### src/rtl/cjgt_pkg.sv
// Shared types, constants and tables for the civil/Julian/GPS time converter.
package cjgt_pkg;

   // Fraction of a second, fixed point
   localparam int FRAC_BITS = 20;

   // Input form codes
   typedef enum logic [1:0] {
      OP_CIVIL       = 2'd0,
      OP_JULIAN      = 2'd1,
      OP_GPS_WEEK    = 2'd2,
      OP_DAY_OF_YEAR = 2'd3
   } op_type;

   // Day and time constants
   localparam logic [16:0] SEC_PER_DAY   = 17'd86400;
   localparam logic [16:0] HALF_DAY      = 17'd43200;
   localparam logic [22:0] CAL_OFFSET    = 23'd1720981;
   localparam logic [22:0] GPS_EPOCH_DAY = 23'd2444244;
   // CAL_OFFSET plus January term (month 13 -> 428) plus day 1
   localparam logic [26:0] JAN_FIRST_OFFSET = 27'd1721410;
   // Shift from day a to the positive week numerator: a - 1 - epoch + 7 * 2^19
   localparam logic [22:0] WEEK_BIAS     = 23'd1225771;

   // Reciprocals for exact floor division by constants
   localparam logic [14:0] RECIP_675 = 15'((64'd1 << 24) / 64'd675 + 64'd1);
   localparam logic [29:0] RECIP_C   = 30'((64'd1 << 45) / 64'd36525 + 64'd1);
   localparam logic [23:0] RECIP_7   = 24'((64'd1 << 26) / 64'd7 + 64'd1);
   localparam logic [17:0] RECIP_60  = 18'((64'd1 << 23) / 64'd60 + 64'd1);
   localparam logic [11:0] RECIP_60S = 12'((64'd1 << 17) / 64'd60 + 64'd1);

   // floor(30.6001 * k)
   localparam logic [8:0] MONTH_TERM [17] = '{
      9'd0,   9'd30,  9'd61,  9'd91,  9'd122, 9'd153, 9'd183, 9'd214, 9'd244,
      9'd275, 9'd306, 9'd336, 9'd367, 9'd397, 9'd428, 9'd459, 9'd489
   };

   // ceil(30.6001 * k); entry zero unused
   localparam logic [8:0] MONTH_LIMIT [17] = '{
      9'd0,   9'd31,  9'd62,  9'd92,  9'd123, 9'd154, 9'd184, 9'd215, 9'd245,
      9'd276, 9'd307, 9'd337, 9'd368, 9'd398, 9'd429, 9'd460, 9'd490
   };

   // Calendar and clock fields handed from the back end to the top level
   typedef struct packed {
      logic [3:0]         month;
      logic [4:0]         day_of_month;
      logic [4:0]         hour;
      logic [5:0]         minute;
      logic [5:0]         second;
      logic [22:0]        julian_day;
      logic [16:0]        day_seconds;
      logic [13:0]        gps_week;
      logic [19:0]        week_second;
      logic signed [14:0] civil_year;
      logic [22:0]        day_a;
   } result_type;

endpackage

### src/rtl/cjgt_front.sv
// Front end: reduce any input form to Julian day and seconds since noon.
module cjgt_front #(
   parameter int FRAC_BITS = cjgt_pkg::FRAC_BITS
) (
   input  logic                          clock,
   input  logic                          reset,
   input  logic                          in_valid,
   input  cjgt_pkg::op_type              op,
   input  logic [11:0]                   year,
   input  logic [3:0]                    month,
   input  logic [8:0]                    day_number,
   input  logic [4:0]                    hour,
   input  logic [5:0]                    minute,
   input  logic [5:0]                    whole_second,
   input  logic [FRAC_BITS-1:0]          second_fraction,
   input  logic [21:0]                   julian_day,
   input  logic [16:0]                   day_seconds,
   input  logic [13:0]                   gps_week,
   input  logic [19:0]                   week_second,
   output logic                          out_valid,
   output logic [22:0]                   out_jd,
   output logic [16:0]                   out_ds,
   output logic [FRAC_BITS-1:0]          out_frac
);
   import cjgt_pkg::*;

   logic [11:0] wide_year;
   logic [11:0] yy_in;
   logic [4:0]  idx;
   logic [17:0] tod;
   logic [17:0] tod_sub;
   logic        carry_in;
   logic [16:0] sec_in;
   logic [20:0] wsec_in;
   logic [28:0] prod_in;

   logic                 s1_valid_ff;
   op_type               op_ff;
   logic [11:0]          yy_ff;
   logic [8:0]           term_ff;
   logic [8:0]           dd_ff;
   logic                 carry_ff;
   logic [16:0]          sec_ff;
   logic [21:0]          jin_ff;
   logic [13:0]          wk_ff;
   logic [20:0]          wsec_ff;
   logic [28:0]          prod_ff;
   logic [FRAC_BITS-1:0] frac1_ff;

   logic [4:0]  q_day;
   logic [22:0] jd_in;
   logic [16:0] ds_in;

   logic                 s2_valid_ff;
   logic [22:0]          jd_ff;
   logic [16:0]          ds_ff;
   logic [FRAC_BITS-1:0] frac2_ff;

   // Widen the year, fold January and February, sum the time of day
   always_comb begin
      wide_year = year;
      if (year < 12'd1900) begin
         wide_year = (year < 12'd80) ? year + 12'd2000 : year + 12'd1900;
      end
      if (op == OP_DAY_OF_YEAR) begin
         yy_in = wide_year - 12'd1;
         idx   = 5'd14;
      end else if (month <= 4'd2) begin
         yy_in = wide_year - 12'd1;
         idx   = {1'b0, month} + 5'd13;
      end else begin
         yy_in = wide_year;
         idx   = {1'b0, month} + 5'd1;
      end
      tod = 18'(hour) * 18'd3600 + 18'(minute) * 18'd60 + 18'(whole_second)
            + 18'(HALF_DAY);
      tod_sub = tod - 18'(SEC_PER_DAY);
      if (op == OP_JULIAN) begin
         carry_in = (day_seconds >= SEC_PER_DAY);
         sec_in   = carry_in ? day_seconds - SEC_PER_DAY : day_seconds;
      end else begin
         carry_in = (tod >= 18'(SEC_PER_DAY));
         sec_in   = carry_in ? tod_sub[16:0] : tod[16:0];
      end
      wsec_in = 21'(week_second) + 21'(HALF_DAY);
      prod_in = 29'(wsec_in[20:7]) * 29'(RECIP_675);
   end

   // Stage 1 registers
   always_ff @(posedge clock) begin
      if (reset) begin
         s1_valid_ff <= 1'b0;
      end else begin
         s1_valid_ff <= in_valid;
      end
      op_ff    <= op;
      yy_ff    <= yy_in;
      term_ff  <= MONTH_TERM[idx];
      dd_ff    <= day_number;
      carry_ff <= carry_in;
      sec_ff   <= sec_in;
      jin_ff   <= julian_day;
      wk_ff    <= gps_week;
      wsec_ff  <= wsec_in;
      prod_ff  <= prod_in;
      frac1_ff <= second_fraction;
   end

   // Form the Julian day and seconds since noon
   always_comb begin
      q_day = prod_ff[28:24];
      jd_in = '0;
      ds_in = sec_ff;
      case (op_ff)
         OP_CIVIL, OP_DAY_OF_YEAR: begin
            jd_in = 23'((25'(yy_ff) * 25'd1461) >> 2) + 23'(term_ff) + 23'(dd_ff)
                    + CAL_OFFSET + 23'(carry_ff);
         end
         OP_JULIAN: begin
            jd_in = 23'(jin_ff) + 23'(carry_ff);
         end
         OP_GPS_WEEK: begin
            jd_in = GPS_EPOCH_DAY + 23'(wk_ff) * 23'd7 + 23'(q_day);
            ds_in = 17'(wsec_ff - 21'(q_day) * 21'd86400);
         end
         default: begin
            jd_in = '0;
         end
      endcase
   end

   // Stage 2 registers
   always_ff @(posedge clock) begin
      if (reset) begin
         s2_valid_ff <= 1'b0;
      end else begin
         s2_valid_ff <= s1_valid_ff;
      end
      jd_ff    <= jd_in;
      ds_ff    <= ds_in;
      frac2_ff <= frac1_ff;
   end

   assign out_valid = s2_valid_ff;
   assign out_jd    = jd_ff;
   assign out_ds    = ds_ff;
   assign out_frac  = frac2_ff;

endmodule

### src/rtl/cjgt_back.sv
// Back end: derive civil date, clock time and GPS week from Julian day.
module cjgt_back #(
   parameter int FRAC_BITS = cjgt_pkg::FRAC_BITS
) (
   input  logic                           clock,
   input  logic                           reset,
   input  logic                           in_valid,
   input  logic [22:0]                    in_jd,
   input  logic [16:0]                    in_ds,
   input  logic [FRAC_BITS-1:0]           in_frac,
   output logic                           out_valid,
   output cjgt_pkg::result_type           out_result,
   output logic [FRAC_BITS-1:0]           out_frac
);
   import cjgt_pkg::*;

   // Stage 3
   logic [22:0] a_in, b_in, p_in;
   logic [28:0] n_in;
   logic [16:0] u_in;
   logic                 v3_ff;
   logic [22:0]          a3_ff, b3_ff, p3_ff, jd3_ff;
   logic [28:0]          n3_ff;
   logic [16:0]          u3_ff, ds3_ff;
   logic [FRAC_BITS-1:0] f3_ff;

   // Stage 4
   logic [58:0] c_prod;
   logic [46:0] q7_prod;
   logic [34:0] m60_prod;
   logic                 v4_ff;
   logic [13:0]          c4_ff;
   logic [19:0]          q74_ff;
   logic [10:0]          m604_ff;
   logic [22:0]          a4_ff, b4_ff, p4_ff, jd4_ff;
   logic [16:0]          u4_ff, ds4_ff;
   logic [FRAC_BITS-1:0] f4_ff;

   // Stage 5
   logic [24:0] d_full;
   logic [22:0] v_full;
   logic [22:0] wr_full;
   logic [19:0] tow_in;
   logic [22:0] hr_prod;
   logic [16:0] sec_full;
   logic                 v5_ff;
   logic [8:0]           v5v_ff;
   logic [13:0]          c5_ff;
   logic [19:0]          tow5_ff;
   logic [13:0]          week5_ff;
   logic [4:0]           hr5_ff;
   logic [5:0]           sec5_ff;
   logic [10:0]          m605_ff;
   logic [22:0]          a5_ff, jd5_ff;
   logic [16:0]          ds5_ff;
   logic [FRAC_BITS-1:0] f5_ff;

   // Stage 6
   logic [4:0]         e_cnt;
   logic [8:0]         dom_full;
   logic [4:0]         mon_full;
   logic signed [14:0] yr_in;
   logic [4:0]         hour_in;
   logic [10:0]        min_full;
   logic                 v6_ff;
   result_type           res_ff;
   logic [FRAC_BITS-1:0] f6_ff;

   // Day shifted to midnight, calendar numerator, week numerator
   always_comb begin
      a_in = in_jd + 23'(in_ds >= HALF_DAY);
      b_in = a_in + 23'd1537;
      n_in = 29'(b_in) * 29'd100 - 29'd12210;
      p_in = a_in + WEEK_BIAS;
      u_in = (in_ds >= HALF_DAY) ? in_ds - HALF_DAY : in_ds + HALF_DAY;
   end

   always_ff @(posedge clock) begin
      if (reset) begin
         v3_ff <= 1'b0;
      end else begin
         v3_ff <= in_valid;
      end
      a3_ff  <= a_in;
      b3_ff  <= b_in;
      p3_ff  <= p_in;
      jd3_ff <= in_jd;
      n3_ff  <= n_in;
      u3_ff  <= u_in;
      ds3_ff <= in_ds;
      f3_ff  <= in_frac;
   end

   // Divide by constants through reciprocal products
   always_comb begin
      c_prod   = 59'(n3_ff) * 59'(RECIP_C);
      q7_prod  = 47'(p3_ff) * 47'(RECIP_7);
      m60_prod = 35'(ds3_ff) * 35'(RECIP_60);
   end

   always_ff @(posedge clock) begin
      if (reset) begin
         v4_ff <= 1'b0;
      end else begin
         v4_ff <= v3_ff;
      end
      c4_ff   <= c_prod[58:45];
      q74_ff  <= q7_prod[45:26];
      m604_ff <= m60_prod[33:23];
      a4_ff   <= a3_ff;
      b4_ff   <= b3_ff;
      p4_ff   <= p3_ff;
      jd4_ff  <= jd3_ff;
      u4_ff   <= u3_ff;
      ds4_ff  <= ds3_ff;
      f4_ff   <= f3_ff;
   end

   // Day within the March-based year, seconds of week, hours
   always_comb begin
      d_full   = (25'(c4_ff) * 25'd1461) >> 2;
      v_full   = b4_ff - d_full[22:0];
      wr_full  = p4_ff - 23'(q74_ff) * 23'd7;
      tow_in   = 20'(wr_full[2:0]) * 20'd86400 + 20'(u4_ff);
      hr_prod  = 23'(m604_ff) * 23'(RECIP_60S);
      sec_full = ds4_ff - 17'(m604_ff) * 17'd60;
   end

   always_ff @(posedge clock) begin
      if (reset) begin
         v5_ff <= 1'b0;
      end else begin
         v5_ff <= v4_ff;
      end
      v5v_ff   <= v_full[8:0];
      c5_ff    <= c4_ff;
      tow5_ff  <= tow_in;
      week5_ff <= q74_ff[13:0];
      hr5_ff   <= hr_prod[21:17];
      sec5_ff  <= sec_full[5:0];
      m605_ff  <= m604_ff;
      a5_ff    <= a4_ff;
      jd5_ff   <= jd4_ff;
      ds5_ff   <= ds4_ff;
      f5_ff    <= f4_ff;
   end

   // Month, day of month, year, clock hour and minute
   always_comb begin
      e_cnt = '0;
      for (int k = 1; k < 17; k++) begin
         if (v5v_ff >= MONTH_LIMIT[k]) begin
            e_cnt = e_cnt + 5'd1;
         end
      end
      dom_full = v5v_ff - MONTH_TERM[e_cnt];
      mon_full = (e_cnt >= 5'd14) ? e_cnt - 5'd13 : e_cnt - 5'd1;
      yr_in    = $signed({1'b0, c5_ff}) - 15'sd4715
                 - ((mon_full >= 5'd3) ? 15'sd1 : 15'sd0);
      hour_in  = (hr5_ff >= 5'd12) ? hr5_ff - 5'd12 : hr5_ff + 5'd12;
      min_full = m605_ff - 11'(hr5_ff) * 11'd60;
   end

   always_ff @(posedge clock) begin
      if (reset) begin
         v6_ff <= 1'b0;
      end else begin
         v6_ff <= v5_ff;
      end
      res_ff.month        <= mon_full[3:0];
      res_ff.day_of_month <= dom_full[4:0];
      res_ff.hour         <= hour_in;
      res_ff.minute       <= min_full[5:0];
      res_ff.second       <= sec5_ff;
      res_ff.julian_day   <= jd5_ff;
      res_ff.day_seconds  <= ds5_ff;
      res_ff.gps_week     <= week5_ff;
      res_ff.week_second  <= tow5_ff;
      res_ff.civil_year   <= yr_in;
      res_ff.day_a        <= a5_ff;
      f6_ff               <= f5_ff;
   end

   assign out_valid  = v6_ff;
   assign out_result = res_ff;
   assign out_frac   = f6_ff;

endmodule

### src/rtl/civil_julian_gps_time_converter.sv
// Top level: timestamp converter between civil, Julian, GPS week and day-of-year forms.
//
//   channel   ports              handshake
//   request   start, req_*       taken when start is high and busy is low
//   response  rsp_valid, rsp_*   one-cycle strobe, always taken
//
// A word passes seven register stages (two front, four back, one output)
// before its rsp_valid strobe rises. One word may enter every cycle; the
// constant divides are reciprocal products spread over the stages. busy stays
// low. Reset clears only the valid bits of the pipeline; words in flight are
// dropped. The receiver cannot stall.
module civil_julian_gps_time_converter #(
   parameter int FRAC_BITS = cjgt_pkg::FRAC_BITS
) (
   input  logic                           clock,
   input  logic                           reset,
   input  logic                           start,
   output logic                           busy,
   input  cjgt_pkg::op_type               req_operation,
   input  logic [11:0]                    req_year,
   input  logic [3:0]                     req_month,
   input  logic [8:0]                     req_day_number,
   input  logic [4:0]                     req_hour,
   input  logic [5:0]                     req_minute,
   input  logic [5:0]                     req_whole_second,
   input  logic [FRAC_BITS-1:0]           req_second_fraction,
   input  logic [21:0]                    req_julian_day,
   input  logic [16:0]                    req_day_seconds,
   input  logic [13:0]                    req_gps_week,
   input  logic [19:0]                    req_week_second,
   output logic                           rsp_valid,
   output logic [11:0]                    rsp_out_year,
   output logic [3:0]                     rsp_out_month,
   output logic [4:0]                     rsp_out_day_of_month,
   output logic [4:0]                     rsp_out_hour,
   output logic [5:0]                     rsp_out_minute,
   output logic [5:0]                     rsp_out_whole_second,
   output logic [FRAC_BITS-1:0]           rsp_out_second_fraction,
   output logic [21:0]                    rsp_out_julian_day,
   output logic [16:0]                    rsp_out_day_seconds,
   output logic [13:0]                    rsp_out_gps_week,
   output logic [19:0]                    rsp_out_week_second,
   output logic [8:0]                     rsp_out_day_of_year
);
   import cjgt_pkg::*;

   logic                 accept;
   logic                 fe_valid;
   logic [22:0]          fe_jd;
   logic [16:0]          fe_ds;
   logic [FRAC_BITS-1:0] fe_frac;
   logic                 be_valid;
   result_type           be_res;
   logic [FRAC_BITS-1:0] be_frac;

   logic signed [14:0] yr_m1;
   logic signed [26:0] year_days;
   logic signed [26:0] doy_full;

   logic                 valid_ff;
   result_type           res_ff;
   logic [FRAC_BITS-1:0] frac_ff;
   logic [8:0]           doy_ff;

   assign busy   = 1'b0;
   assign accept = start & ~busy;

   cjgt_front #(
      .FRAC_BITS (FRAC_BITS)
   ) u_front (
      .clock           (clock),
      .reset           (reset),
      .in_valid        (accept),
      .op              (req_operation),
      .year            (req_year),
      .month           (req_month),
      .day_number      (req_day_number),
      .hour            (req_hour),
      .minute          (req_minute),
      .whole_second    (req_whole_second),
      .second_fraction (req_second_fraction),
      .julian_day      (req_julian_day),
      .day_seconds     (req_day_seconds),
      .gps_week        (req_gps_week),
      .week_second     (req_week_second),
      .out_valid       (fe_valid),
      .out_jd          (fe_jd),
      .out_ds          (fe_ds),
      .out_frac        (fe_frac)
   );

   cjgt_back #(
      .FRAC_BITS (FRAC_BITS)
   ) u_back (
      .clock      (clock),
      .reset      (reset),
      .in_valid   (fe_valid),
      .in_jd      (fe_jd),
      .in_ds      (fe_ds),
      .in_frac    (fe_frac),
      .out_valid  (be_valid),
      .out_result (be_res),
      .out_frac   (be_frac)
   );

   // Day of year from January 1 of the derived year
   always_comb begin
      yr_m1     = be_res.civil_year - 15'sd1;
      year_days = ($signed({{12{yr_m1[14]}}, yr_m1}) * 27'sd1461) >>> 2;
      doy_full  = $signed({4'b0000, be_res.day_a}) - year_days
                  - $signed(JAN_FIRST_OFFSET);
   end

   // Output registers
   always_ff @(posedge clock) begin
      if (reset) begin
         valid_ff <= 1'b0;
      end else begin
         valid_ff <= be_valid;
      end
      res_ff  <= be_res;
      frac_ff <= be_frac;
      doy_ff  <= doy_full[8:0];
   end

   assign rsp_valid               = valid_ff;
   assign rsp_out_year            = res_ff.civil_year[11:0];
   assign rsp_out_month           = res_ff.month;
   assign rsp_out_day_of_month    = res_ff.day_of_month;
   assign rsp_out_hour            = res_ff.hour;
   assign rsp_out_minute          = res_ff.minute;
   assign rsp_out_whole_second    = res_ff.second;
   assign rsp_out_second_fraction = frac_ff;
   assign rsp_out_julian_day      = res_ff.julian_day[21:0];
   assign rsp_out_day_seconds     = res_ff.day_seconds;
   assign rsp_out_gps_week        = res_ff.gps_week;
   assign rsp_out_week_second     = res_ff.week_second;
   assign rsp_out_day_of_year     = doy_ff;

endmodule

### config.mk
export PLATFORM = sky130hd
export DESIGN_NAME = civil_julian_gps_time_converter
export DESIGN_NICKNAME = d
export VERILOG_FILES = /design/src/rtl/cjgt_pkg.sv /design/src/rtl/cjgt_front.sv /design/src/rtl/cjgt_back.sv /design/src/rtl/civil_julian_gps_time_converter.sv
export SDC_FILE = /design/constraint.sdc
export NUM_CORES = 2
export LEC_CHECK = 0
export BUFFER_PORTS_ARGS = -buffer_cell sky130_fd_sc_hd__buf_2
export CAP_MARGIN = 5
export CORE_MARGIN = 2
export CORE_UTILIZATION = 65
export CTS_CLUSTER_SIZE = 40
export DETAILED_ROUTE_END_ITERATION = 8
export GPL_ROUTABILITY_DRIVEN = 0
export PLACE_DENSITY = 0.84
export SETUP_SLACK_MARGIN = 0.1
export SYNTH_ARGS = -nofsm -noshare
export SYNTH_HDL_FRONTEND = slang
export SYNTH_SLANG_ARGS = --single-unit
export TNS_END_PERCENT = 30
### constraint.sdc
create_clock -name clock -period 27.8 [get_ports clock]
set_input_delay 1.39 -clock clock [delete_from_list [all_inputs] [get_ports clock]]
set_output_delay 1.39 -clock clock [all_outputs]
set_load 0.01 [all_outputs]
# Word-level counts from Yosys, hierarchy flattened
# Memory sizes are Yosys's and may differ from the RTL's. A register that Yosys moved wholly into a read port is not among the register bits.
# Index checks and enable logic that the tools add are counted.
# Widths: inputs -> output; s select.
[word_totals] word_cells=216 reg_bits=920 memories=2 in_bits=140 rom_bits=576
[classes] add_sub_neg=55 magnitude_cmp=26 bitwise=2 mul=17 eq_ne=5 reduce_logical=2 muxes=34
[mem_list] name="(no name shown)" words=32 word_bits=9 read_ports=1 rd_ports_with_merged_regs=0 wr=0 line="cjgt_back.sv:156" rtl="dom_full = v5v_ff - MONTH_TERM[e_cnt];"
[mem_list] name="(no name shown)" words=32 word_bits=9 read_ports=1 rd_ports_with_merged_regs=1 wr=0 line="cjgt_front.sv:98" rtl="term_ff <= MONTH_TERM[idx];"
[ops] operator="$mux 5" n=21
[ops] operator="$mux 17" n=5
[ops] operator="$ge 9x9->1 const B" n=8
[ops] operator="$add 5x1->5 const B" n=14
[ops] operator="$pmux 23 s3" n=1
[ops] operator="$mul 29x30->59 const B" n=1
[ops] operator="$mux 12" n=4
[ops] operator="$add 23x1->23" n=2
[ops] operator="$add 23x21->23 const B" n=2
[ops] operator="$mul 23x24->46 const B" n=1
[ops] operator="$ge 9x8->1 const B" n=4
[ops] operator="$mul 17x18->34 const B" n=1
[ops] operator="$sub 17x17->17 const B" n=2
[ops] operator="$sub 29x14->29 const B" n=1
[ops] operator="$mul 23x5->27 const B" n=1
[ops] operator="$mul 14x12->26 const B" n=1
[ops] operator="$add 12x11->12 const B" n=2
[ops] operator="$add 22x1->23" n=1
[ops] operator="$add 22x17->23 const A" n=1
[ops] operator="$add 23x11->23 const B" n=1
[ops] operator="$add 23x5->23" n=1
[ops] operator="$add 23x9->23" n=1
[ops] operator="$mul 12x11->23 const B" n=1
[ops] operator="$add 21x9->22" n=1
[ops] operator="other kinds (52)" n=63

# Longest topological paths before layout
[logic_depth] word_depth=37 depth_mapped=72

# Hierarchy
# Synthesis repeated with hierarchy kept, for this count alone.
[hier_totals] hier_cells=6095 area_unflattened_um2=64946.0
[by_module_without_submodules] mod="cjgt_back" n_inst=1 cells_per_inst=4035 seq_area_each_um2=11971.5 area_each_um2=44057.3
[by_module_without_submodules] mod="cjgt_front" n_inst=1 cells_per_inst=1761 seq_area_each_um2=3803.6 area_each_um2=16599.7
[by_module_without_submodules] mod="civil_julian_gps_time_converter" n_inst=1 cells_per_inst=299 seq_area_each_um2=2822.7 area_each_um2=4289.1

# Worst setup path before layout
# Ideal clock, no wire load.
[synth_timing] path_kind="reg-to-reg" start="reg u_back.v5v_ff[3]" end="reg u_back.res_ff, in the netlist u_back.out_result[34]" synth_period_minus_slack_ps=11893 t_required_ps=27728 n_path_buf=3 stages_incl_launch_ff=73 setup_time_ps=72 arrival_time_ps=11821 setup_slack_ps=15907 path_cell_list="dfxtp_1 buf_6 and3_1 nand3_1 and3_1 ha_1 clkbuf_1 or3_1 and2_1 buf_2 inv_1 nand2_1 xnor2_1 a21oi_1 ha_1 a21boi_0 nor2_1 xnor2_1 (+37 left out) and2_4 nor2_1 ha_1 a21o_1 a21oi_1 xnor3_1 nor3b_1 ha_1 ha_1 inv_1 ha_1 inv_1 a211oi_1 nor2b_1 nor3_1 o21ai_0 a211oi_1 xor2_1"
[synth_via] elab_chain_cells=37
[synth_rtl] item="from (decl)" line="cjgt_back.sv:47" rtl="logic [8:0] v5v_ff;"
[synth_rtl] item="from (signal assigned)" line="cjgt_back.sv:135" rtl="v5v_ff <= v_full[8:0];"
[synth_rtl] item="$ge 9x5->1" line="cjgt_back.sv:152" rtl="if (v5v_ff >= MONTH_LIMIT[k]) begin"
[synth_rtl] item="$mux 1" line="cjgt_back.sv:152"
[synth_rtl] item="$add 1x1->2" line="cjgt_back.sv:153" rtl="e_cnt = e_cnt + 5'd1;"
[synth_rtl] item="$mux 5" line="cjgt_back.sv:152"
[synth_rtl] item="$add 5x1->5" line="cjgt_back.sv:153"
[synth_rtl] item="$mux 5" line="cjgt_back.sv:152"
[synth_rtl] item="$add 5x1->5" line="cjgt_back.sv:153"
[synth_rtl] item="$mux 5" line="cjgt_back.sv:152"
[synth_rtl] item="(+22 left out)"
[synth_rtl] item="$add 5x1->5" line="cjgt_back.sv:153"
[synth_rtl] item="$mux 5 (*)" line="cjgt_back.sv:152"
[synth_rtl] item="$sub 5x1->5 (tied with other cells)" line="cjgt_back.sv:157" rtl="mon_full = (e_cnt >= 5'd14) ? e_cnt - 5'd13 : e_cnt - 5'd1;"
[synth_rtl] item="$mux 5 (*)" line="cjgt_back.sv:157"
[synth_rtl] item="$ge 5x2->1 (*)" line="cjgt_back.sv:159" rtl="- ((mon_full >= 5'd3) ? 15'sd1 : 15'sd0);"
[synth_rtl] item="$mux 1 (*)" line="cjgt_back.sv:159"
[synth_rtl] item="$sub 15x15->15 (*)" line="cjgt_back.sv:159"
[synth_rtl] item="named net u_back.yr_in[11]" line="cjgt_back.sv:62" rtl="logic signed [14:0] yr_in;"
[synth_rtl] item="to (decl)" line="cjgt_back.sv:66" rtl="result_type res_ff;"
# The timed path passes the listed nets; every way through them passes the cells marked *.
# A chain may end at the register's enable or synchronous reset.

# Worst setup path in the final report
[layout_timing] start="reg u_back.v5v_ff[5]" end="reg u_back.res_ff, in the netlist u_back.out_result[34]"
# The elaborated chain is that of the path after synthesis.

==> results.yml <==
synthesis:
  synth_cell_types: 98
  ys_ff_latch: 853
  syn-cell-area_sq_um: 63100
  synth_flop_cell: "dfxtp_1"
  synth_cells: 5993
  synth_nets: 7978
  ys_seq_area_share_pct: 27.1
  yosysWarningCount: 0
  avgSynthCellArea_sq_um: 10.5
  synth_edf_count: 0
  postSynth.asyncResetShare_pct: 0
floorplan:
  ios: 282
  core-area_sq_um: 96400
  initial_core_util_pct: 65.5
  die_h_microns: 316
  rows: 114
  floorplan.die.width_microns: 316
  die-area_sq_um: 99600
timing:
  fmax_ghz: 0.0734
  worst_pin_slew_ps: 1120
  tns_ps: 0
  drv_slew: 0
  setup_viol: 0
  relSlewSlack_pct: 24.8
  hold_viol_final: 0
  rsz0062_at_grt: "no"
  final.period_utilization_pct: 49.0
  finalCriticalPeriod_ps: 13620
  fin_skew_ps: 46.3
clocking:
  path_clk_slew_ps: 60
  cts_setup_buffers: 0
  cts_buffers: 86
  root_buffer: "clkbuf_16"
  cts-hold-fix-buffers: 0
  cts_resized: 0
  cts.htree.levels: 3
  worst_skew_pair.late_latency_ps: 670
  cts_tree: "yes"
  cts_buffer_depth: 3
  cts.sinks: 853
worst_setup_path:
  cpPeakStageDelay_ps: 760
  cp_data_arrival_time_ps: 14220
  crit_fanout: 19
  worstPathRequired_ps: 28400
  crit_top_cell: "ha_1"
  critPathLaunchType: "flip-flop"
  crit_slowest_cell: "dfxtp_1"
  end_kind: "flip-flop"
  critPathKind: "flip-flop to flip-flop"
drt:
  via_count: 41800
  wirelength_microns: 138000
  drt_iter0_drc: 2366
  drc: 0
  dr.pass1.iters: 6
  avgRoutedWirePerCell_microns: 18.1
  vias_per_cell: 5.46
  postRouteAntennaNets: 0
job:
  maxCapViolations: 0
final_layout:
  multi_input_area_sq_um: 41100
  final_cell_area_sq_um: 68800
  area_delta_synth_final_pct: 8.99
  layout.nets: 8292
  layout-drive-gt1-share_pct: 7.83
  nFillCells: 6647
  seq_area_sq_um: 17100
grt:
  grt_pass1_vias: 44900
  grt.overflow.total: 0
  antenna_found_initial: 3
  grt_max_degree: 46
  grtUsageTotal_pct: 28.4
  grt_pass1_wl_microns: 225000
placed_design:
  dpl-instance-area_sq_um: 65800
  hpwl_microns: 112000
  port_buffers: 280
run_status:
  status: "complete, no violations"
min_path:
  hold_path.class: "flip-flop to flip-flop"
cell usage after synthesis, types with 9 or more instances:
cell / count / share of area, %
nand2b_1: 26 / 0.26
nor2b_1: 39 / 0.39
clkbuf_1: 31 / 0.18
dfxtp_1: 853 / 27
and2_1: 24 / 0.24
nor3_1: 49 / 0.39
nor3b_1: 9 / 0.11
a21o_1: 88 / 1.0
a31oi_1: 17 / 0.17
o21ai_0: 123 / 0.98
o21a_1: 40 / 0.48
xnor2_1: 332 / 4.6
inv_1: 1241 / 7.4
a21oi_1: 224 / 1.8
nand4_1: 24 / 0.24
nor4_1: 23 / 0.23
o21bai_1: 49 / 0.58
o211ai_1: 17 / 0.20
a211oi_1: 19 / 0.23
nand3_1: 76 / 0.60
a221oi_1: 21 / 0.29
mux2_2: 19 / 0.34
nand2_1: 189 / 1.1
fa_1: 631 / 20
or2_2: 16 / 0.16
xor2_1: 129 / 1.8
mux2i_1: 19 / 0.30
or3_1: 21 / 0.21
o31ai_1: 10 / 0.12
buf_4: 15 / 0.18
and3_1: 29 / 0.29
a21boi_0: 21 / 0.25
ha_1: 1214 / 24
nor2_1: 196 / 1.2
layer usage:
metal / part of all wire, % / track usage (%) / up-vias
met3: 5.8 / 4.72 / 414
li1: - / - / 20000
met4: 4.9 / 13.2 / 0
met2: 48 / 49.1 / 1326
met1: 41 / 34.8 / 20100
met5: 0 / 0 / -
layout by cell type, fill, tap and decap left out, types with 123 or more instances in the layout:
master / synthesis / layout
inv_1: 1241 / 1241
ha_1: 1214 / 1214
dfxtp_1: 853 / 853
fa_1: 631 / 631
xnor2_1: 332 / 332
buf_2: 6 / 280
a21oi_1: 224 / 224
nor2_1: 196 / 196
nand2_1: 189 / 189
xor2_1: 129 / 129
o21ai_0: 123 / 123
kinds of logic after synthesis:
| family | synth area share, % |
|---|---|
| AO/OA/AOI/OAI | 7.56 |
| XOR/XNOR | 6.82 |
| adder cells (fa/ha/maj) | 44.1 |
| buffers and inverters | 7.85 |
| flip-flops | 27.1 |
| multiplexers | 0.676 |
| other | 0.00594 |
| AND/OR/NAND/NOR | 5.93 |
worst paths after layout:
check,from,end,slack [ps],cells past startpoint
worst min-delay path,u_back.jd5_ff[20],u_back.out_result[109],310,0
worst max register to register,u_back.v5v_ff[5],u_back.out_result[34],14180,68
worst min register to register,u_back.jd5_ff[20],u_back.out_result[109],310,0
worst max-delay path,u_back.v5v_ff[5],u_back.out_result[34],14180,68
cell type report:
class	instances	area share, %
antenna	2	0.00727
clock buffer	115	3.51
clock inverter	42	0.773
inverter	1242	6.78
multi-input combinational	3841	59.7
sequential	853	24.8
tap	1276	2.32
timing repair buffer	283	2.07
sequential cells by signal, summed over array words and instances, names as in the netlist, 17 cells and up:
signal                   flops
rsp_out_julian_day          22
rsp_out_second_fraction     20
rsp_out_week_second         20
u_back.f3_ff                20
u_back.f4_ff                20
u_back.f5_ff                20
u_back.jd3_ff               22
u_back.jd4_ff               22
u_back.jd5_ff               22
u_back.n3_ff                26
u_back.out_frac             20
u_back.out_result          112
u_back.p3_ff                22
u_back.tow5_ff              20
u_back.u3_ff                17
u_back.u4_ff                17
u_front.frac1_ff            20
u_front.jin_ff              22
u_front.out_ds              17
u_front.out_frac            20
u_front.out_jd              23
u_front.sec_ff              17
u_front.wsec_ff             17
worst max-delay path, delay by kind of cell, from the launching register on:
| kind | cells | cell delay, ps |
|---|---|---|
| flops | 1 | 760 |
| simple gates | 24 | 4210 |
| xor+xnor | 6 | 1020 |
| compound gates | 20 | 3450 |
| fa+ha+maj | 12 | 3410 |
| buf+inv | 5 | 400 |
| mux | 1 | 280 |
metrics by stage:
stage,std cells,setup slack [ps],util (%),hold slack [ps]
after floorplan,5993,15910,-,310
after global placement,7495,14920,68.3,310
after detailed placement,7495,14450,68.3,312
after CTS,7652,14290,71.3,298
after global routing,7652,13010,71.3,308
final,7654,14180,71.3,308
Power is left out: the tool's default activity adds up to more than one toggle a clock period on the data nets, which glitch-free logic cannot reach.
